File: config.mk
export PLATFORM = sky130hd
export DESIGN_NAME = adsr_div
export DESIGN_NICKNAME = d
export VERILOG_FILES = /design/src/hdl/adsr_pkg.sv /design/src/hdl/adsr_div.sv
export SDC_FILE = /design/constraint.sdc
export NUM_CORES = 2
export LEC_CHECK = 0
export BUFFER_PORTS_ARGS = -buffer_cell sky130_fd_sc_hd__buf_2
export CORE_UTILIZATION = 40
export DETAILED_ROUTE_END_ITERATION = 16
export PLACE_DENSITY = 0.66
export SLEW_MARGIN = 30
export SYNTH_ARGS = -nofsm -noshare
export SYNTH_HDL_FRONTEND = slang
export SYNTH_SLANG_ARGS = --single-unit
File: constraint.sdc
create_clock -name i_clk -period 4 [get_ports i_clk]
set_input_delay 0.8 -clock i_clk [delete_from_list [all_inputs] [get_ports i_clk]]
set_output_delay 0.8 -clock i_clk [all_outputs]
set_load 0.01 [all_outputs]
File: src/hdl/adsr_pkg.sv
// ----------------------------------------------------------------------------
// adsr_pkg
// Shared types, register indexes and constants of the ADSR envelope level core.
// ----------------------------------------------------------------------------
package adsr_pkg;

    localparam int CFG_AW    = 3;
    localparam int CFG_DW    = 25;
    localparam int DIV_W     = 24;   // divisor and remainder width
    localparam int DIV_STEPS = 30;   // quotient bits per division
    localparam int EXP_SHIFT = 30;
    localparam int MAX_ROOTS = 12;
    localparam int ROOT_W    = 30;
    localparam logic [30:0] LOG2E_Q30 = 31'd1549082005;

    localparam logic [CFG_AW-1:0] REG_ATTACK_LEN    = 3'd0;
    localparam logic [CFG_AW-1:0] REG_DECAY_LEN     = 3'd1;
    localparam logic [CFG_AW-1:0] REG_SUSTAIN_LEN   = 3'd2;
    localparam logic [CFG_AW-1:0] REG_SUSTAIN_LEVEL = 3'd3;
    localparam logic [CFG_AW-1:0] REG_RELEASE_TAU   = 3'd4;

    // codes equal the phase number on the output
    typedef enum logic [1:0] {
        MODE_ATTACK  = 2'd0,
        MODE_DECAY   = 2'd1,
        MODE_LEVEL   = 2'd2,
        MODE_RELEASE = 2'd3
    } t_mode;

    // flag: decay before attack end (gain is one), or release underflow
    typedef struct packed {
        t_mode mode;
        logic  flag;
    } t_ctl;

    typedef struct packed {
        logic [23:0] attack_len;
        logic [23:0] decay_len;
        logic [24:0] dec_end;
        logic [25:0] sus_end;
        logic        sus_inf;
        logic [23:0] tau1;
    } t_cfg;

    function automatic logic [63:0] isqrt64(input logic [63:0] val);
        logic [63:0] r;
        logic [63:0] b;
        logic [63:0] rem;
        r   = '0;
        b   = 64'd1 << 62;
        rem = val;
        for (int i = 0; i < 32; i++) begin
            if (rem >= r + b) begin
                rem = rem - (r + b);
                r   = (r >> 1) + b;
            end else begin
                r = r >> 1;
            end
            b = b >> 2;
        end
        return r;
    endfunction

    // root i = 2^(-2^-i) in Q30, packed with root 1 at the bottom
    function automatic logic [MAX_ROOTS*ROOT_W-1:0] exp_roots();
        logic [MAX_ROOTS*ROOT_W-1:0] res;
        logic [63:0]                 r;
        res = '0;
        r   = isqrt64(64'd1 << 59);
        for (int i = 0; i < MAX_ROOTS; i++) begin
            res[i*ROOT_W +: ROOT_W] = r[ROOT_W-1:0];
            r = isqrt64(r << 30);
        end
        return res;
    endfunction

endpackage

File: src/hdl/adsr_div.sv
// ----------------------------------------------------------------------------
// adsr_div
// Pipelined restoring divider: one quotient bit per stage.
// ----------------------------------------------------------------------------
module adsr_div (
    input  logic                           i_clk,
    input  logic                           i_rst_n,
    input  logic                           i_valid,
    input  adsr_pkg::t_ctl                 i_ctl,
    input  logic [adsr_pkg::DIV_W-1:0]     i_rem,
    input  logic [adsr_pkg::DIV_STEPS-1:0] i_bits,
    input  logic [adsr_pkg::DIV_W-1:0]     i_div,
    output logic                           o_valid,
    output adsr_pkg::t_ctl                 o_ctl,
    output logic [adsr_pkg::DIV_STEPS-1:0] o_quo
);
    import adsr_pkg::*;

    logic                 r_valid [DIV_STEPS];
    t_ctl                 r_ctl   [DIV_STEPS];
    logic [DIV_W-1:0]     r_rem   [DIV_STEPS];
    logic [DIV_STEPS-1:0] r_bits  [DIV_STEPS];
    logic [DIV_STEPS-1:0] r_quo   [DIV_STEPS];
    logic [DIV_W-1:0]     r_div   [DIV_STEPS];

    logic [DIV_W-1:0]     n_rem   [DIV_STEPS];
    logic [DIV_STEPS-1:0] n_quo   [DIV_STEPS];

    always_comb begin
        logic [DIV_W-1:0]     s_rem;
        logic [DIV_STEPS-1:0] s_bits;
        logic [DIV_STEPS-1:0] s_quo;
        logic [DIV_W-1:0]     s_div;
        logic [DIV_W:0]       sh;
        logic                 ge;
        for (int j = 0; j < DIV_STEPS; j++) begin
            s_rem  = (j == 0) ? i_rem  : r_rem[j-1];
            s_bits = (j == 0) ? i_bits : r_bits[j-1];
            s_quo  = (j == 0) ? '0     : r_quo[j-1];
            s_div  = (j == 0) ? i_div  : r_div[j-1];
            sh     = {s_rem, s_bits[DIV_STEPS-1]};
            ge     = sh >= {1'b0, s_div};
            n_rem[j] = ge ? DIV_W'(sh - {1'b0, s_div}) : sh[DIV_W-1:0];
            n_quo[j] = {s_quo[DIV_STEPS-2:0], ge};
        end
    end

    always_ff @(posedge i_clk) begin
        if (!i_rst_n) begin
            for (int j = 0; j < DIV_STEPS; j++) begin
                r_valid[j] <= 1'b0;
            end
        end else begin
            r_valid[0] <= i_valid;
            for (int j = 1; j < DIV_STEPS; j++) begin
                r_valid[j] <= r_valid[j-1];
            end
        end
    end

    always_ff @(posedge i_clk) begin
        for (int j = 0; j < DIV_STEPS; j++) begin
            r_rem[j] <= n_rem[j];
            r_quo[j] <= n_quo[j];
        end
        r_ctl[0]  <= i_ctl;
        r_bits[0] <= {i_bits[DIV_STEPS-2:0], 1'b0};
        r_div[0]  <= i_div;
        for (int j = 1; j < DIV_STEPS; j++) begin
            r_ctl[j]  <= r_ctl[j-1];
            r_bits[j] <= {r_bits[j-1][DIV_STEPS-2:0], 1'b0};
            r_div[j]  <= r_div[j-1];
        end
    end

    assign o_valid = r_valid[DIV_STEPS-1];
    assign o_ctl   = r_ctl[DIV_STEPS-1];
    assign o_quo   = r_quo[DIV_STEPS-1];

endmodule

# --- Yosys cells after proc, flatten, opt, wreduce, memory -nomap -nowiden ---
# Memory sizes are Yosys's and may differ from the RTL's.
# Index checks and enable logic that the tools add are counted.
totals:
  regBits: 0
  mem_bits_rw: 3330
  inputBits: 84
  output_inout_bits: 34
  wordCells: 158
  memories: 6
mem_list:
  columns: ["name", "words", "word_bits", "read_ports", "rd_clocked_by_memory_dff", "write_ports", "line", "text"]
  rows:
  - ["r_quo", 30, 30, 30, 0, 30, "adsr_div.sv:23", "logic [DIV_STEPS-1:0] r_quo [DIV_STEPS];"]
  - ["r_bits", 30, 29, 29, 0, 30, "adsr_div.sv:22", "logic [DIV_STEPS-1:0] r_bits [DIV_STEPS];"]
  - ["r_div", 30, 24, 29, 0, 30, "adsr_div.sv:24", "logic [DIV_W-1:0] r_div [DIV_STEPS];"]
  - ["r_rem", 30, 24, 29, 0, 30, "adsr_div.sv:21", "logic [DIV_W-1:0] r_rem [DIV_STEPS];"]
  - ["r_ctl", 30, 3, 30, 0, 30, "adsr_div.sv:20", "t_ctl r_ctl [DIV_STEPS];"]
  - ["r_valid", 30, 1, 30, 0, 30, "adsr_div.sv:19", "logic r_valid [DIV_STEPS];"]
classes:
  addsub: 30
  order_cmp: 30
  n_mux: 62
  bitwise: 30
ops:
  columns: ["operator", "count"]
  rows:
  - ["greater-or-equal comparator 25 x 24 -> 1 bit", 30]
  - ["two-way mux 24 bit", 30]
  - ["subtractor 24 bit", 30]
  - ["two-way mux 1 bit", 32]
  - ["bitwise OR 1 bit", 30]

# --- Logic depth before layout (Yosys ltp) ---
# An unclocked memory read counts as a cell.
logic_depth:
  ltp_word: 3
  depth_mapped: 14
  depth_no_buf: 13

# --- Worst setup path before layout ---
# OpenSTA, ideal clock, no wires.
synth_timing:
  path_kind: "input to register"
  startpoint: "in i_div[1] (netlist name)"
  endpoint: "mem r_rem[0][16]"
  setup_time_ns: 0.123
  t_arrival_ns: 3.540
  required_time_ns: 3.877
  setup_slack_ns: 0.337
  stages: 13
  n_path_buf: 1
  path_cell_list: "inv_1 -> ha_1 -> nor2b_1 -> o31a_1 -> o41a_1 -> a41o_1 -> o21bai_4 -> o41ai_2 -> a31oi_1 -> o21ai_1 -> a211oi_4 -> buf_6 -> mux2_1"
synth_rtl:
  columns: ["element", "line", "text"]
  rows:
  - ["start: declaration", "adsr_div.sv:12", "input logic [adsr_pkg::DIV_W-1:0] i_div,"]
  - ["end: declaration", "adsr_div.sv:21", null]

==> summary.txt <==
Status
  • Status: complete, no violations

Critical path
  • FF-to-FF path depth: 12
  • Critical path endpoint: r_rem[1][59]
  • Crit path max fanout: 17
  • Reg2Reg Setup Slack: 270 ps
  • CP arrival: 4470 ps
  • Beginning of the critical path: r_div[17][1]
  • Startpoint Class: register
  • Req. time, crit path: 4740 ps
  • Worst reg2reg endpoint: r_rem[1][59]
  • Worst R2R Start: r_div[17][1]
  • Crit Path Class: register to register
  • CP Capture Type: register

Placement
  • Pre-CTS setup slack: 89.27 ps
  • Gpl congestion: 0.9376
  • Placed Area: 96240 um2
  • Port Buffers: 117
  • Dpl hpwl: 151.8 mm

CTS
  • Worst-Skew Late Latency: 950 ps
  • CTS buffer count: 276
  • Maximum root-to-sink buffer count: 4
  • Sink Count: 2412
  • CTS tree: yes
  • Post-CTS Setup Inserts: 0
  • Hold-fix buffers, CTS: 53
  • CTS resizes: 0
  • H-tree Lvls: 5
  • Root Driver: clkbuf_16
  • Reg clk slew, reported paths: 60 ps

Route
  • Post-DRT Antenna Nets: 0
  • Via-to-Cell Ratio: 4.946
  • First DRT Iteration DRCs: 3257
  • Wirelength per Cell: 16.03 um
  • DRC violations left: 0
  • Vias: 61752
  • WL final: 200.2 mm
  • DRT Pass-1 Iters: 6

GRT
  • Vias in the first global route: 61251
  • Antenna violations before repair: 6
  • Total global-route track usage: 0.1703
  • Total grt overflow: 0
  • First-pass GRT wire length: 319.4 mm
  • Pin count of the biggest net entering global routing: 45

Cells and area
  • Most frequent cells in the layout: 2412 x dfxtp_1, 911 x inv_1, 720 x ha_1, 653 x a21oi_1, 498 x nand2_1
  • Area taken by flip-flops and latches: 48290 um2
  • Final core utilization: 0.4653
  • Fillers: 20805
  • Final instance area: 106000 um2
  • Commonest non-fill, non-tap cell in the layout: dfxtp_1
  • Area occupied by multi-input gates: 39500 um2
  • Final #Nets: 10114
  • Area Growth Syn to Fin: 15.48%
  • Layout cells sized above 1: 0.1007

Pwr
  • Worst VDD drop: 463.3 uV
  • Static leakage: 0.04826 uW
  • Power per cell area: 945.8 nW/um2

Synth
  • Mapped cell area: 91750 um2
  • Mapped Cells: 8927
  • Syn_nets: 9760
  • Async set-reset flop share out of synthesis: 0
  • Post-synthesis sequential area ratio: 0.5263
  • Top_reg_cell synth: dfxtp_1
  • Post-synth EDFFs: 0
  • Count of yosys warnings during synthesis: 0
  • Seq cells post-synth: 2412
  • Synthesized area per cell: 10.28 um2
  • Distinct cells, synth: 91

Floorplan
  • Initial Utilization: 0.4029
  • DIE AREA: 231300 um2
  • Die width: 480.9 um
  • Row cnt: 175
  • Core area: 227700 um2
  • Die height: 480.9 um
  • I/O Pins: 118

Timing
  • Min Tclk post-route: 3733 ps
  • Worst hold slack: 73.86 ps
  • Setup repair after global routing missed its margin: false
  • Setup TNS: 0 ps
  • Max-slew headroom: 0.4174
  • # setup viols final: 0
  • Worst-margin pin slew: 862.6 ps
  • Fmax: 0.2679 GHz
  • Tcrit/Tclk final: 0.9332
  • Slew Limit Fails: 0
  • Final Hold Fails: 0
  • Final worst clock skew: 75.41 ps
  • Setup WS post-layout: 267.3 ps

Job
  • Maxcap violations: 0

Worst hold path
  • Worst hold-check path type: input pin to register
registers in the layout, indices dropped and copies added (netlist names):
signal / cells
r_bits: 435
r_ctl: 90
r_div: 696
r_quo: 465
r_rem: 696
r_valid: 30
cell usage after synthesis, types with 23 or more instances:
cell type | count | area (um2)
dfxtp_1 | 2412 | 48290
inv_1 | 911 | 3420
ha_1 | 720 | 9009
a21oi_1 | 654 | 3273
nand2_1 | 498 | 1869
nor2_1 | 494 | 1854
o21ai_0 | 480 | 2402
xnor2_1 | 342 | 2995
a21o_1 | 288 | 2162
mux2_2 | 257 | 2894
xor2_1 | 209 | 1831
clkbuf_1 | 113 | 424.2
nand3_1 | 110 | 550.5
o21a_1 | 106 | 795.8
nand4_1 | 104 | 650.6
nor2b_1 | 98 | 613.1
nand2b_1 | 91 | 569.3
nor3_1 | 88 | 440.4
o21bai_1 | 77 | 578.1
and3_1 | 63 | 394.1
a31oi_1 | 60 | 375.4
and2_1 | 60 | 375.4
a211oi_1 | 56 | 420.4
o31ai_1 | 52 | 390.4
o31a_1 | 36 | 315.3
mux2i_1 | 35 | 350.3
or2_2 | 33 | 206.5
buf_2 | 32 | 160.2
o211ai_1 | 32 | 240.2
fa_1 | 29 | 580.6
or3_1 | 28 | 175.2
nor4_1 | 27 | 168.9
a21boi_0 | 23 | 172.7
cell families (layout without fill, tap and decap cells):
group                      count (synthesis)  count (layout)  share of synthesized area
xor gates and xnor gates                 551             551                    0.05260
muxes                                    310             310                    0.03757
and+or+nand+nor                         1757            1757                    0.09150
buffers and inverters                   1071            1615                    0.04459
AOI/OAI and AO/OA                       2077            2077                     0.1430
DFF                                     2412            2412                     0.5263
adders and majority gates                749             749                     0.1045
other                                      0               4                          0
power by group:
group / switching, uW / leakage [uW] / internal, uW
clock: 9560 / 0.00449 / 15500
combinational: 22200 / 0.0234 / 18300
sequential: 3580 / 0.0203 / 31100
total: 35400 / 0.0483 / 64900
worst min path at each step:
stage	slack (ps)	cells after the start	startpoint	end
5_1_grt	8	1	i_div[12]	r_div[0][12]
6_report	70	1	i_div[12]	r_div[0][12]
2_1_floorplan	310	0	r_bits[0][70]	r_bits[0][100]
4_1_cts	0.5	1	i_div[12]	r_div[0][12]
3_3_place_gp	310	0	r_bits[1][17]	r_bits[1][47]
3_5_place_dp	310	0	r_quo[0][433]	r_quo[0][464]
layer usage:
metal,vias up,part of all wire,GRT usage
met2,1433,0.45,0.2784
met5,-,0.00017,0
met1,28555,0.46,0.2158
met4,6,0.046,0.08192
met3,476,0.045,0.03142
li1,31282,-,-
critical path: stages (launching register included):
cell and delay, ps:
dfxtp_1 380, inv_1 60, ha_1 300, nor2b_1 150, o2111ai_1 260, a31oi_1 210
a41o_1 330, a221oi_1 480, o21ai_1 160, a221o_1 390, a31oi_4 460, buf_4 280
o21ai_0 120
per-stage QoR:
step                      std cells  total power [uW]
after global routing          12483            107200
final                         12484            100200
after CTS                     12480            100800
after floorplan                8927             64690
after global placement        11959             74170
after detailed placement      11959             74980
layout make-up:
cell class	count	share of cell area
Antenna cell	4	0.00009447
Inverter	912	0.03231
Clock buffer	364	0.07365
Multi-Input combinational cell	5444	0.3728
Timing Repair Buffer	235	0.01691
Clock inverter	104	0.01300
Tap cell	3009	0.03553
Sequential cell	2412	0.4557
(Power assumes the default switching activity.)
