### src/hdl/adsr_pkg.sv
// ----------------------------------------------------------------------------
// adsr_pkg
// Shared types, register indexes and constants of the ADSR envelope level core.
// ----------------------------------------------------------------------------
package adsr_pkg;

    localparam int CFG_AW    = 3;
    localparam int CFG_DW    = 25;
    localparam int DIV_W     = 24;   // divisor and remainder width
    localparam int DIV_STEPS = 30;   // quotient bits per division
    localparam int EXP_SHIFT = 30;
    localparam int MAX_ROOTS = 12;
    localparam int ROOT_W    = 30;
    localparam logic [30:0] LOG2E_Q30 = 31'd1549082005;

    localparam logic [CFG_AW-1:0] REG_ATTACK_LEN    = 3'd0;
    localparam logic [CFG_AW-1:0] REG_DECAY_LEN     = 3'd1;
    localparam logic [CFG_AW-1:0] REG_SUSTAIN_LEN   = 3'd2;
    localparam logic [CFG_AW-1:0] REG_SUSTAIN_LEVEL = 3'd3;
    localparam logic [CFG_AW-1:0] REG_RELEASE_TAU   = 3'd4;

    // codes equal the phase number on the output
    typedef enum logic [1:0] {
        MODE_ATTACK  = 2'd0,
        MODE_DECAY   = 2'd1,
        MODE_LEVEL   = 2'd2,
        MODE_RELEASE = 2'd3
    } t_mode;

    // flag: decay before attack end (gain is one), or release underflow
    typedef struct packed {
        t_mode mode;
        logic  flag;
    } t_ctl;

    typedef struct packed {
        logic [23:0] attack_len;
        logic [23:0] decay_len;
        logic [24:0] dec_end;
        logic [25:0] sus_end;
        logic        sus_inf;
        logic [23:0] tau1;
    } t_cfg;

    function automatic logic [63:0] isqrt64(input logic [63:0] val);
        logic [63:0] r;
        logic [63:0] b;
        logic [63:0] rem;
        r   = '0;
        b   = 64'd1 << 62;
        rem = val;
        for (int i = 0; i < 32; i++) begin
            if (rem >= r + b) begin
                rem = rem - (r + b);
                r   = (r >> 1) + b;
            end else begin
                r = r >> 1;
            end
            b = b >> 2;
        end
        return r;
    endfunction

    // root i = 2^(-2^-i) in Q30, packed with root 1 at the bottom
    function automatic logic [MAX_ROOTS*ROOT_W-1:0] exp_roots();
        logic [MAX_ROOTS*ROOT_W-1:0] res;
        logic [63:0]                 r;
        res = '0;
        r   = isqrt64(64'd1 << 59);
        for (int i = 0; i < MAX_ROOTS; i++) begin
            res[i*ROOT_W +: ROOT_W] = r[ROOT_W-1:0];
            r = isqrt64(r << 30);
        end
        return res;
    endfunction

endpackage

### src/hdl/adsr_front.sv
// ----------------------------------------------------------------------------
// adsr_front
// Phase decode and divider operand setup: input register, phase decode, and
// the decay product / release underflow stage.
// ----------------------------------------------------------------------------
module adsr_front #(
    parameter int IW = 32,
    parameter int LW = 16
) (
    input  logic                    i_clk,
    input  logic                    i_rst_n,
    input  logic                    i_valid,
    input  logic [IW-1:0]           i_t,
    input  adsr_pkg::t_cfg          i_cfg,
    input  logic [LW-1:0]           i_oml,
    output logic                    o_valid,
    output adsr_pkg::t_ctl          o_ctl,
    output logic [adsr_pkg::DIV_W-1:0]     o_rem,
    output logic [adsr_pkg::DIV_STEPS-1:0] o_bits,
    output logic [adsr_pkg::DIV_W-1:0]     o_div
);
    import adsr_pkg::*;

    localparam int XW = (IW > 26) ? IW : 26;
    localparam int UW = (IW > 30) ? IW : 30;
    localparam int MW = LW + 24;

    // stage 0: input word
    logic          r_s0_valid;
    logic [IW-1:0] r_s0_t;

    // stage 1: decoded phase
    logic          r_s1_valid;
    t_ctl          r_s1_ctl;
    logic [IW-1:0] r_s1_opa;
    t_ctl          n_s1_ctl;
    logic [IW-1:0] n_s1_opa;

    logic [XW-1:0] tx;
    logic          is_atk;
    logic          is_dec;

    // stage 2 logic
    logic [MW-1:0]        prod;
    logic                 under;
    t_ctl                 n_s2_ctl;
    logic [DIV_W-1:0]     n_s2_rem;
    logic [DIV_STEPS-1:0] n_s2_bits;
    logic [DIV_W-1:0]     n_s2_div;

    always_ff @(posedge i_clk) begin
        if (!i_rst_n) begin
            r_s0_valid <= 1'b0;
            r_s1_valid <= 1'b0;
            o_valid    <= 1'b0;
        end else begin
            r_s0_valid <= i_valid;
            r_s1_valid <= r_s0_valid;
            o_valid    <= r_s1_valid;
        end
    end

    always_comb begin
        tx     = XW'(r_s0_t);
        is_atk = (tx < XW'(i_cfg.attack_len)) && (i_cfg.attack_len > 24'd1);
        is_dec = (tx < XW'(i_cfg.dec_end)) && (i_cfg.decay_len > 24'd1);
        n_s1_ctl.flag = 1'b0;
        n_s1_opa      = r_s0_t;
        priority if (is_atk) begin
            n_s1_ctl.mode = MODE_ATTACK;
        end else if (is_dec) begin
            // index 0 with a one-sample attack lands here: gain clamps to one
            n_s1_ctl.mode = MODE_DECAY;
            n_s1_ctl.flag = tx < XW'(i_cfg.attack_len);
            n_s1_opa      = IW'(tx - XW'(i_cfg.attack_len));
        end else if (i_cfg.sus_inf || (tx < XW'(i_cfg.sus_end))) begin
            n_s1_ctl.mode = MODE_LEVEL;
        end else begin
            n_s1_ctl.mode = MODE_RELEASE;
            n_s1_opa      = IW'(tx - XW'(i_cfg.sus_end));
        end
    end

    always_ff @(posedge i_clk) begin
        r_s0_t   <= i_t;
        r_s1_ctl <= n_s1_ctl;
        r_s1_opa <= n_s1_opa;
    end

    always_comb begin
        prod      = MW'(i_oml) * MW'(24'(r_s1_opa));
        under     = UW'(r_s1_opa) >= UW'({i_cfg.tau1, 6'b0});
        n_s2_ctl  = r_s1_ctl;
        n_s2_rem  = '0;
        n_s2_bits = '0;
        n_s2_div  = i_cfg.tau1;
        unique case (r_s1_ctl.mode)
            MODE_ATTACK: begin
                n_s2_rem = DIV_W'(r_s1_opa);
                n_s2_div = i_cfg.attack_len;
            end
            MODE_DECAY: begin
                n_s2_rem  = DIV_W'(prod >> DIV_STEPS);
                n_s2_bits = DIV_STEPS'(prod);
                n_s2_div  = i_cfg.decay_len;
            end
            MODE_RELEASE: begin
                // quotient bits 29:24 give d / tau, the rest the fraction
                n_s2_rem      = DIV_W'(r_s1_opa >> 6);
                n_s2_bits     = {6'(r_s1_opa), 24'b0};
                n_s2_ctl.flag = under;
            end
            default: begin
                n_s2_rem = '0;
            end
        endcase
    end

    always_ff @(posedge i_clk) begin
        o_ctl  <= n_s2_ctl;
        o_rem  <= n_s2_rem;
        o_bits <= n_s2_bits;
        o_div  <= n_s2_div;
    end

endmodule

### config.mk
export PLATFORM = sky130hd
export DESIGN_NAME = adsr_front
export DESIGN_NICKNAME = d
export VERILOG_FILES = /design/src/hdl/adsr_pkg.sv /design/src/hdl/adsr_front.sv
export SDC_FILE = /design/constraint.sdc
export NUM_CORES = 1
export LEC_CHECK = 0
export ABC_AREA = 1
export BUFFER_PORTS_ARGS = -buffer_cell sky130_fd_sc_hd__buf_2
export CAP_MARGIN = 20
export CORE_MARGIN = 10
export CORE_UTILIZATION = 40
export DETAILED_ROUTE_END_ITERATION = 6
export PLACE_DENSITY = 0.57
export SLEW_MARGIN = 20
export SYNTH_ARGS = -nofsm -noshare
export SYNTH_HDL_FRONTEND = slang
export SYNTH_SLANG_ARGS = --single-unit
### constraint.sdc
create_clock -name i_clk -period 5.61 [get_ports i_clk]
set_input_delay 0.2805 -clock i_clk [delete_from_list [all_inputs] [get_ports i_clk]]
set_output_delay 0.2805 -clock i_clk [all_outputs]
set_load 0.02 [all_outputs]
# Word-level counts from Yosys, hierarchy flattened
# Index checks and enable logic that the tools add are counted.
[word_totals] ram_bits=0 memories=0 mem_bits_ro=0 latch_bits=0 register_bits=151
[classes] eq_ne=2 div=0 mux=9 magnitude_cmp=6 shifts=0 add_sub_neg=2 n_bitwise=1 mul=1 reduce_logical=6
[op_table] cell="32-bit 2-to-1 mux" n=3
[op_table] cell="24-bit one-hot mux with 3 select lines" n=1
[op_table] cell="30-bit one-hot mux with 2 select lines" n=1
[op_table] cell="24-bit by 1-bit > comparator with 1-bit output, second input constant" n=2
[op_table] cell="24-bit one-hot mux with 2 select lines" n=1
[op_table] cell="16-bit by 24-bit multiplier with 40-bit output" n=1
[op_table] cell="32-bit by 30-bit greater-or-equal comparator with 1-bit output" n=1
[op_table] cell="32-bit by 24-bit less-than comparator with 1-bit output" n=1
[op_table] cell="32-bit by 25-bit less-than comparator with 1-bit output" n=1
[op_table] cell="32-bit by 26-bit less-than comparator with 1-bit output" n=1
[op_table] cell="32-bit by 24-bit subtractor with 32-bit output" n=1
[op_table] cell="32-bit by 26-bit subtractor with 32-bit output" n=1
[op_table] cell="2-bit OR reduction" n=2
[op_table] cell="1-bit 2-to-1 mux" n=3
[op_table] cell="2-bit by 1-bit == test with 1-bit output, second input constant" n=1
[op_table] cell="2-bit == test, second input constant" n=1
[op_table] cell="1-bit logical AND" n=2
[op_table] cell="2-bit zero test" n=1
[op_table] cell="1-bit logical OR" n=1
[op_table] cell="1-bit inverter" n=1

# Longest topological paths before layout
# Gate-level depths: netlist of run 1.
[logic_depth] depth_word=5 ltp_mapped=29

# Worst setup path after synthesis of run 1
# OpenSTA, ideal clock, no wires.
[synth_path] path_kind="register to register" from="register r_s1_opa[5]" to="register o_rem[4] (netlist name)" period_less_slack_ns=5.629 path_stages_with_launch=25 arrival_ns=5.509 setup_ns=0.120 setup_slack_ns=-0.019 required_time_ns=5.490 path_cell_list="dfxtp_1 > clkbuf_1 > buf_1 > nand2_1 > fa_1 > inv_1 > fa_1 > inv_1 > fa_1 > inv_1 > fa_1 > fa_1 > inv_1 > fa_1 > inv_1 > ha_1 > nand2_1 > nor2_1 > nand2_1 > o21ai_0 > nand3_1 > nand2_1 > nand2_1 > nand3_1 > nand3_1"
[synth_via] elab_chain_cells=2
[synth_rtl] element="from (decl)" line="adsr_front.sv:35" text="logic [IW-1:0] r_s1_opa;"
[synth_rtl] element="from (signal assigned)" line="adsr_front.sv:87" text="r_s1_opa <= n_s1_opa;"
[synth_rtl] element="16-bit by 24-bit multiplier with 40-bit output" line="adsr_front.sv:91" text="prod = MW'(i_oml) * MW'(24'(r_s1_opa));"
[synth_rtl] element="24-bit one-hot mux with 3 select lines" line="adsr_front.sv:97" text="unique case (r_s1_ctl.mode)"
[synth_rtl] element="via n_s2_rem[4]" line="adsr_front.sv:47" text="logic [DIV_W-1:0] n_s2_rem;"
[synth_rtl] element="to (signal assigned)" line="adsr_front.sv:121" text="o_rem <= n_s2_rem;"
[synth_rtl] element="to (decl)" line="adsr_front.sv:18" text="output logic [adsr_pkg::DIV_W-1:0] o_rem,"
# The timed path passes the listed nets, and every way through them passes these cells.
# A chain may end at the register's enable or synchronous reset.

# Final worst setup path of run 1
[layout_path] from="register r_s1_opa[13]" to="register o_rem[6] (netlist name)"
# The elaborated chain is that of the path after synthesis.

==> results of run 1 <==
## worst reg2reg max path, delay by kind of cell (launching register included)
family                     cells  cell delay [ns]
DFF                            1             0.36
and+or+nand+nor               10             0.96
buffers and inverters         10             0.76
adders and majority gates      7             3.33
## metrics by stage
stage	worst slack (ns)	setup TNS (ns)	instances	hold slack (ns)
after detailed placement	-0.408	-3.66	4601	0.384
final	0.0728	0	4712	0.0355
after CTS	-0.0164	-0.0164	4687	0.00769
after global routing	-0.145	-0.812	4711	0.0250
after global placement	-0.379	-3.27	4601	0.383
after floorplan	0.0401	0	3459	0.308
## path summary, 6_finish.rpt
kind                                    from         end  slack [ns]  cells after the start
worst max-delay path            r_s1_opa[13]    o_rem[6]        0.07                     27
worst min register to register    r_s0_valid  r_s1_valid        0.42                      2
worst min-delay path                i_cfg[0]    o_div[0]        0.04                      3
worst max register to register  r_s1_opa[13]    o_rem[6]        0.07                     27
## metal layers
metal	GRT usage [%]	vias to the layer above	share of wire [%]
met5	0	-	0.0091
met4	10.7	2	4.5
met3	4.32	160	5.7
met2	44.4	679	49
met1	29.5	10800	40
li1	-	11200	-
## sequential cells by signal, summed over array words and instances, names as in the netlist
signal,flops
o_bits,30
r_s0_valid,1
r_s1_ctl,1
n_s2_ctl,2
r_s1_valid,1
r_s0_t,32
o_ctl,3
o_valid,1
o_rem,24
r_s1_opa,32
o_div,24
## cell type report
cell class	instances	area (µm²)	area share, %
diodes	1	2.50	0.00847
clock buffers	18	429	1.45
inverters	859	3220	10.9
flip-flops and latches	151	3080	10.4
repair buffers	566	4100	13.9
multi-input cells	2338	17600	59.5
well taps	765	957	3.24
clock inverters	14	154	0.521
## synthesized netlist by cell type, types with 6 or more instances
master / instances / area, µm²
sky130_fd_sc_hd__nand3_1: 114 / 571
sky130_fd_sc_hd__nand2_1: 1085 / 4070
sky130_fd_sc_hd__nor2_1: 191 / 717
sky130_fd_sc_hd__o21a_1: 6 / 45.0
sky130_fd_sc_hd__inv_1: 852 / 3200
sky130_fd_sc_hd__o21ai_0: 71 / 355
sky130_fd_sc_hd__o22ai_1: 16 / 100
sky130_fd_sc_hd__clkbuf_1: 96 / 360
sky130_fd_sc_hd__o21ai_1: 8 / 40.0
sky130_fd_sc_hd__a21oi_1: 131 / 656
sky130_fd_sc_hd__fa_1: 308 / 6170
sky130_fd_sc_hd__o21bai_1: 10 / 75.1
sky130_fd_sc_hd__dfxtp_1: 151 / 3020
sky130_fd_sc_hd__nor4_1: 10 / 62.6
sky130_fd_sc_hd__nand3b_1: 13 / 97.6
sky130_fd_sc_hd__o221ai_1: 21 / 184
sky130_fd_sc_hd__ha_1: 210 / 2630
sky130_fd_sc_hd__a21o_1: 6 / 45.0
sky130_fd_sc_hd__buf_2: 6 / 30.0
sky130_fd_sc_hd__nand4_1: 33 / 206
sky130_fd_sc_hd__xnor2_1: 13 / 114
sky130_fd_sc_hd__nor3_1: 18 / 90.1
sky130_fd_sc_hd__nand2_2: 7 / 43.8
sky130_fd_sc_hd__xor2_1: 30 / 263
## what timing repair did
item                       CTS  global route
setup endpoints to repair   20            27
hold buffers                51             0
pin swaps                   14           122
gates resized for setup     53           235
hold endpoints to repair    51             0
buffers inserted             3            22
gates cloned                 0             3
## logic make-up (layout without fill, tap and decap cells)
logic type	Yosys count	count (layout)	share of synthesized area, %
simple gates	1495	1495	25.7
buf+inv	970	1457	15.6
fa+ha+maj	518	518	37.4
compound gates	282	282	6.80
flops	151	151	12.8
xor+xnor	43	43	1.60
other cells	0	1	0
==> flow_results.org, run 1 <==
** Global routing
- Global routing usage summed across all routing layers :: 25.1%
- Global-route wire length before repair :: 135000 µm
- Number of antenna violations at the first check in global routing :: 3
- Entering global routing, the biggest net connects 44 pins.
- The via count of the first global-routing pass is 23.9k.
- After global routing the overflow that remains totals 0.

** Finish
- In the final layout, the share of cells above drive strength 1 is 19.8%.
- The library cell used most frequently in the layout, excluding fill and tap cells, is sky130_fd_sc_hd__nand2_1.
- Commonest non-fill, non-tap cells in the layout :: sky130_fd_sc_hd__nand2_1, sky130_fd_sc_hd__inv_1, sky130_fd_sc_hd__fa_1, sky130_fd_sc_hd__buf_2, sky130_fd_sc_hd__buf_4
- Synthesis-to-finish area growth :: 25.5%
- At the end of the flow the core is filled with cells to 51.0%.
- Final #Nets :: 4626
- With fillers left out, the area of the finished cells amounts to 29500 µm².
- The filler cells instantiated in the layout total 5955.

** Critical path
- Among the stages of the critical path, the cell type that occurs most often is sky130_fd_sc_hd__inv_2.
- For this design, the slowest cell found on the critical path is sky130_fd_sc_hd__fa_2.
- Kind of capture point of the worst setup path :: flop
- The number of buffers and inverters on the critical path is 10.
- The worst setup path is launched from a flop.
- Maximum fanout count along the critical path :: 5
- At the worst endpoint, the arrival time is 5.93 ns.
- On the critical path the largest part of the delay comes from adder cells.
- Crit Path Class :: reg -> reg
- CP Data Required Time :: 6.00 ns
- The largest single stage delay on the critical path is 0.58 ns.

** STA
- The number of failing hold endpoints at the final stage is 0.
- Measured slew at the worst slew-check pin :: 1.02 ns
- Worst-case headroom to the max-slew limit :: 31.7%
- Max-slew violation count :: 0
- Setup repair after global routing missed its margin :: true
- On the final layout, the worst clock skew is 0.0165 ns.
- After layout, the worst path uses 98.7% of the clock period.
- Derived from the worst setup path, the maximum achievable clock frequency is 181 MHz.
- Count of endpoints failing setup in the final report :: 0
- After layout, the minimum clock period comes to 5.54 ns.

** Placed design
- In this run the cell area measured after placement is 27300 µm².
- In this run the tool buffered the top-level ports with 256 buffer cells.
- Detailed placement finished with a half-perimeter wire length of 74000 µm.
- Final RePlAce weighted congestion :: 0.971

** Synthesis
- Average cell area after synthesis :: 6.80 µm²
- Number of flip-flops and latches in the synthesized netlist :: 151
- The synthesized design contains 0 enable-type register cells.
- In the synthesized netlist the dominant register cell turns out to be sky130_fd_sc_hd__dfxtp_1.
- The Yosys step of the flow raised 0 warnings.
- After synthesis the cells add up to 23500 µm².
- Async SR Flop Fraction :: 0%
- Cells after Synth :: 3459
- Mapped Nets :: 4152
- Register area share after synthesis :: 12.8%
- Unique cell type count in the Yosys netlist :: 47

** Detailed routing
- Starting DRT DRC Count :: 1475
- TritonRoute pass-1 iters :: 5
- In the routed design, unresolved DRC markers number 0.
- Using the TritonRoute via totals, the vias-per-cell ratio works out to 4.86.
- Number of antenna-violating nets in the routed design :: 0
- Drt wl/cell :: 18.7 µm
- WL final :: 88000 µm
- The routed layout has 22.9k vias.

** Clock tree
- Counting every sink on the clock net gives 151.
- The H-tree was split into 4 levels.
- Clock-pin slew was measured on the worst setup and hold paths at 0.07 ns.
- Later-pin clock latency in the skew report :: 0.51 ns
- Clk buf depth :: 2
- In this run the clock root is driven by a sky130_fd_sc_hd__clkbuf_16.
- Clock tree synthesis inserted a total of 17 buffers.
- TritonCTS built the clock tree.

** Outcome
- Outcome :: completed

** Hold path
- Path type of the worst min-delay path :: in -> reg

** Die
- Placement Rows :: 88
- In this run the horizontal extent of the chip is 263 µm.
- The initial utilization of the core area, before any placement, comes to 40.6%.
- In this run the count of I/O pins placed on the die edge is 257.
- The core region is 57900 µm².
- Die area :: 68900 µm²
- The die is 263 µm tall.

** Flow run
- Max-capacitance violation count :: 0
Power of run 1 is not shown: default switching activity piles up to over one toggle a cycle in this logic, so the estimate is an artifact.
==> run 2: changes to the inputs <==
--- a/config.mk
+++ b/config.mk
@@ -8,10 +8,10 @@
 export ABC_AREA = 1
 export BUFFER_PORTS_ARGS = -buffer_cell sky130_fd_sc_hd__buf_2
 export CAP_MARGIN = 20
-export CORE_MARGIN = 10
-export CORE_UTILIZATION = 40
+export CORE_MARGIN = 1.5
+export CORE_UTILIZATION = 35
 export DETAILED_ROUTE_END_ITERATION = 6
-export PLACE_DENSITY = 0.57
+export PLACE_DENSITY = 0.51
 export SLEW_MARGIN = 20
 export SYNTH_ARGS = -nofsm -noshare
 export SYNTH_HDL_FRONTEND = slang
==> flow_results.org, run 2 (synthesized netlist as in run 1, its figures left out) <==
** Clock tree
- Reg clk slew, reported paths :: 0.08 ns (about the same)
- TritonCTS built the clock tree.
- Total CTS buffers :: 17 (unchanged)
- Total number of clock tree sinks :: 151 (unchanged)
- The clock latency on the worst-skew pair came to 0.50 ns (about the same).
- The number of H-tree levels was 4 (unchanged).
- The root buffer cell chosen for the clock tree is sky130_fd_sc_hd__clkbuf_16.
- The maximum number of buffers from clock root to sink was 2 (unchanged).

** Die
- The overall die height came to 262 µm (about the same).
- The number of rows in the core area is 94 (+6.8%).
- The die footprint was 68800 µm² (-0.19%).
- Io pins :: 257 (unchanged)
- Placeable core area :: 66100 µm² (+14%)
- The die outline width was 262 µm (about the same).
- Starting density of the core :: 35.6% (-5.0 points)

** Critical path
- Arrival time reported for the critical path endpoint :: 5.91 ns (-0.02 ns)
- The endpoint identified for the worst register-to-register timing path is o_rem[2].
- Crit Path Class :: reg -> reg
- Maximum fanout count along the critical path :: 7 (+2)
- Worst reg2reg path depth :: 23 (-15%)
- Worst reg2reg setup slack :: 0.1 ns (+0.03 ns)
- The worst setup path is captured at a flop.
- The data required time at the worst endpoint is 6.01 ns (about the same).
- STA classifies the critical path startpoint as a flop.
- The startpoint identified for the worst register-to-register timing path is r_s1_opa[10].

** Global routing
- The wire length of the first global-routing pass came to 135000 µm (+0.47%).
- Via count of the first global-routing pass :: 23.6k (-1.0%)
- Remaining global-route overflow :: 0 (unchanged)
- Global routing usage summed across all routing layers :: 25.9% (+0.79 points)
- Largest net degree at the start of global routing :: 44 (unchanged)
- Number of antenna violations at the first check in global routing :: 1 (-2)

** Outcome
- Outcome :: completed

** STA
- Min Clock Period, post-route :: 5.51 ns (-0.0265 ns)
- Hold Worst Slack :: 0.0510 ns (+0.0155 ns)
- Max-slew violation count :: 0 (unchanged)
- Share of the clock period used by the worst path :: 98.2% (-0.47 points)
- Max Clk Rate :: 181 MHz (+0.48%)
- Count of endpoints failing setup in the final report :: 0 (unchanged)
- The number of failing hold endpoints at the final stage is 0 (unchanged).
- Setup repair after global routing missed its margin :: true
- Measured slew at the worst slew-check pin :: 1.01 ns (-0.0177 ns)
- Layout Skew :: 0.0140 ns (-0.00251 ns)
- Worst-case headroom to the max-slew limit :: 32.9% (+1.2 points)

** Flow run
- The number of maximum-capacitance constraint violations came to 0 (unchanged).

** Finish
- Filler cell count in the final layout :: 6992 (+17%)
- The antenna diode count was 0 (-1).
- The largest registers in the layout are r_s0_t: 32 flops, r_s1_opa: 32 flops, o_bits: 30 flops.
- Final #Nets :: 4623 (-0.065%)
- The fraction of final layout cells sized beyond drive strength 1 is 19.3% (-0.47 points).
- Commonest non-fill, non-tap cells in the layout :: sky130_fd_sc_hd__nand2_1, sky130_fd_sc_hd__inv_1, sky130_fd_sc_hd__fa_1, sky130_fd_sc_hd__buf_2, sky130_fd_sc_hd__buf_4
- From synthesis to final layout, the design area changed by 26.2%.
- The final cell count without fillers is 4807 (+2.0%).
- Multi-input gate area in the final layout :: 17700 µm² (+0.44%)
- The final instance area was 29700 µm² (+0.59%).
- Leaving out fill and tap cells, the most frequent cell in the layout is sky130_fd_sc_hd__nand2_1.
- The footprint of the flip-flops and latches came to 3070 µm² (-0.24%).

** Detailed routing
- WL met1 :: 37700 µm (+6.0%)
- The iteration-0 DRC count of the detailed router came to 1287 (-13%).
- Via count :: 22.7k (-0.92%)
- WL final :: 88200 µm (+0.24%)
- The number of vias per cell is 4.72 (-2.9%).
- Top metal layer carrying routed signals :: met4
- TritonRoute pass-1 iters :: 5 (unchanged)
- The number of DRC violations after detailed routing came to 0 (unchanged).
- Number of antenna-violating nets in the routed design :: 0 (unchanged)
- The met2 wirelength from detailed routing came to 43300 µm (-0.35%).
- Drt wl/cell :: 18.4 µm (-1.7%)
- Routed wl met3 :: 3380 µm (-33%)

** Placed design
- The cell count after placement is 4702 (+2.2%).
- Total placed instance area :: 27500 µm² (+0.76%)
- Final RePlAce weighted congestion :: 0.954 (-1.7%)
- The total of buffers placed on input and output ports was 256 (unchanged).
- The final HPWL from detailed placement came to 75400 µm (+1.9%).

** Hold path
- The path with the worst hold slack has its endpoint at o_div[8].
- In this run the worst hold path is classified as in -> reg.
- Worst hold path stage count :: 3 (unchanged)
- The startpoint identified for the worst hold timing path is i_cfg[8].
-- run 2: changes by cell type in the layout (fill, tap and decap cells not counted), moves of 7 or more --
cell                      change
sky130_fd_sc_hd__o21ai_1     -10
sky130_fd_sc_hd__inv_2       -14
sky130_fd_sc_hd__ha_4         +7
sky130_fd_sc_hd__nand2_1     +10
sky130_fd_sc_hd__inv_1       +14
-- run 2: timing repair --
item,4_1_cts,5_1_grt
hold buffers,54,0
hold endpoints to repair,53,0
endpoints found under the setup margin,24,29
pin swaps,7,96
setup buffers,2,19
resized for setup,41,226
cloned,0,1
-- run 2: final cells by class --
| class | instances | share of cell area, % |
|---|---|---|
| clock inverter | 14 | 0.501 |
| timing repair buffer | 563 | 13.7 |
| clock buffer | 18 | 1.48 |
| multi-input combinational | 2338 | 59.4 |
| sequential | 151 | 10.3 |
| inverter | 859 | 10.9 |
| tap | 864 | 3.64 |
-- run 2: stage by stage --
step / setup TNS [ns] / setup WS, ns / utilization [%]
detailed placement: -5.07 / -0.320 / 41.6
global placement: -5.16 / -0.329 / 41.6
global route: -0.657 / -0.126 / 44.9
finish: 0 / 0.0994 / 44.9
floorplan: 0 / 0.0401 / -
CTS: 0 / 0.00102 / 43.5
-- run 2: how the worst max path moves through the flow --
stage | from | endpoint | slack, ns | cells past startpoint
after floorplan | r_s1_opa[11] | o_rem[4] | 0.04 | 24
final | r_s1_opa[10] | o_rem[2] | 0.1 | 23
after global routing | r_s1_opa[5] | o_rem[7] | -0.13 | 25
after CTS | r_s1_opa[17] | o_rem[7] | 0.001 | 22
after global placement | i_oml[7] | o_rem[1] | -0.33 | 24
after detailed placement | i_oml[7] | o_rem[1] | -0.32 | 24
-- run 2: per-layer routing --
metal  track usage [%]  vias to the layer above
li1                  -                    11200
met1              32.0                    10800
met2              45.6                      573
met3              2.88                      149
met4              11.2                        0
met5                 0                        -
-- run 2: worst max-delay path, stage by stage, from the launching register on --
cell	delay, ns
sky130_fd_sc_hd__dfxtp_4	0.36
sky130_fd_sc_hd__buf_12	0.11
sky130_fd_sc_hd__buf_12	0.10
sky130_fd_sc_hd__buf_8	0.12
sky130_fd_sc_hd__nand2_1	0.07
sky130_fd_sc_hd__fa_1	0.48
sky130_fd_sc_hd__inv_1	0.05
sky130_fd_sc_hd__fa_1	0.51
sky130_fd_sc_hd__fa_1	0.45
sky130_fd_sc_hd__fa_1	0.50
sky130_fd_sc_hd__fa_1	0.54
sky130_fd_sc_hd__inv_2	0.04
sky130_fd_sc_hd__fa_1	0.57
sky130_fd_sc_hd__inv_2	0.05
sky130_fd_sc_hd__ha_4	0.23
sky130_fd_sc_hd__a21oi_1	0.21
sky130_fd_sc_hd__buf_4	0.14
sky130_fd_sc_hd__o21ai_1	0.10
sky130_fd_sc_hd__a21o_1	0.21
sky130_fd_sc_hd__a21oi_2	0.15
sky130_fd_sc_hd__nand2_2	0.07
sky130_fd_sc_hd__buf_4	0.13
sky130_fd_sc_hd__o21ai_2	0.15
sky130_fd_sc_hd__nand2_1	0.07
Power of run 2 is left out for the same reason.
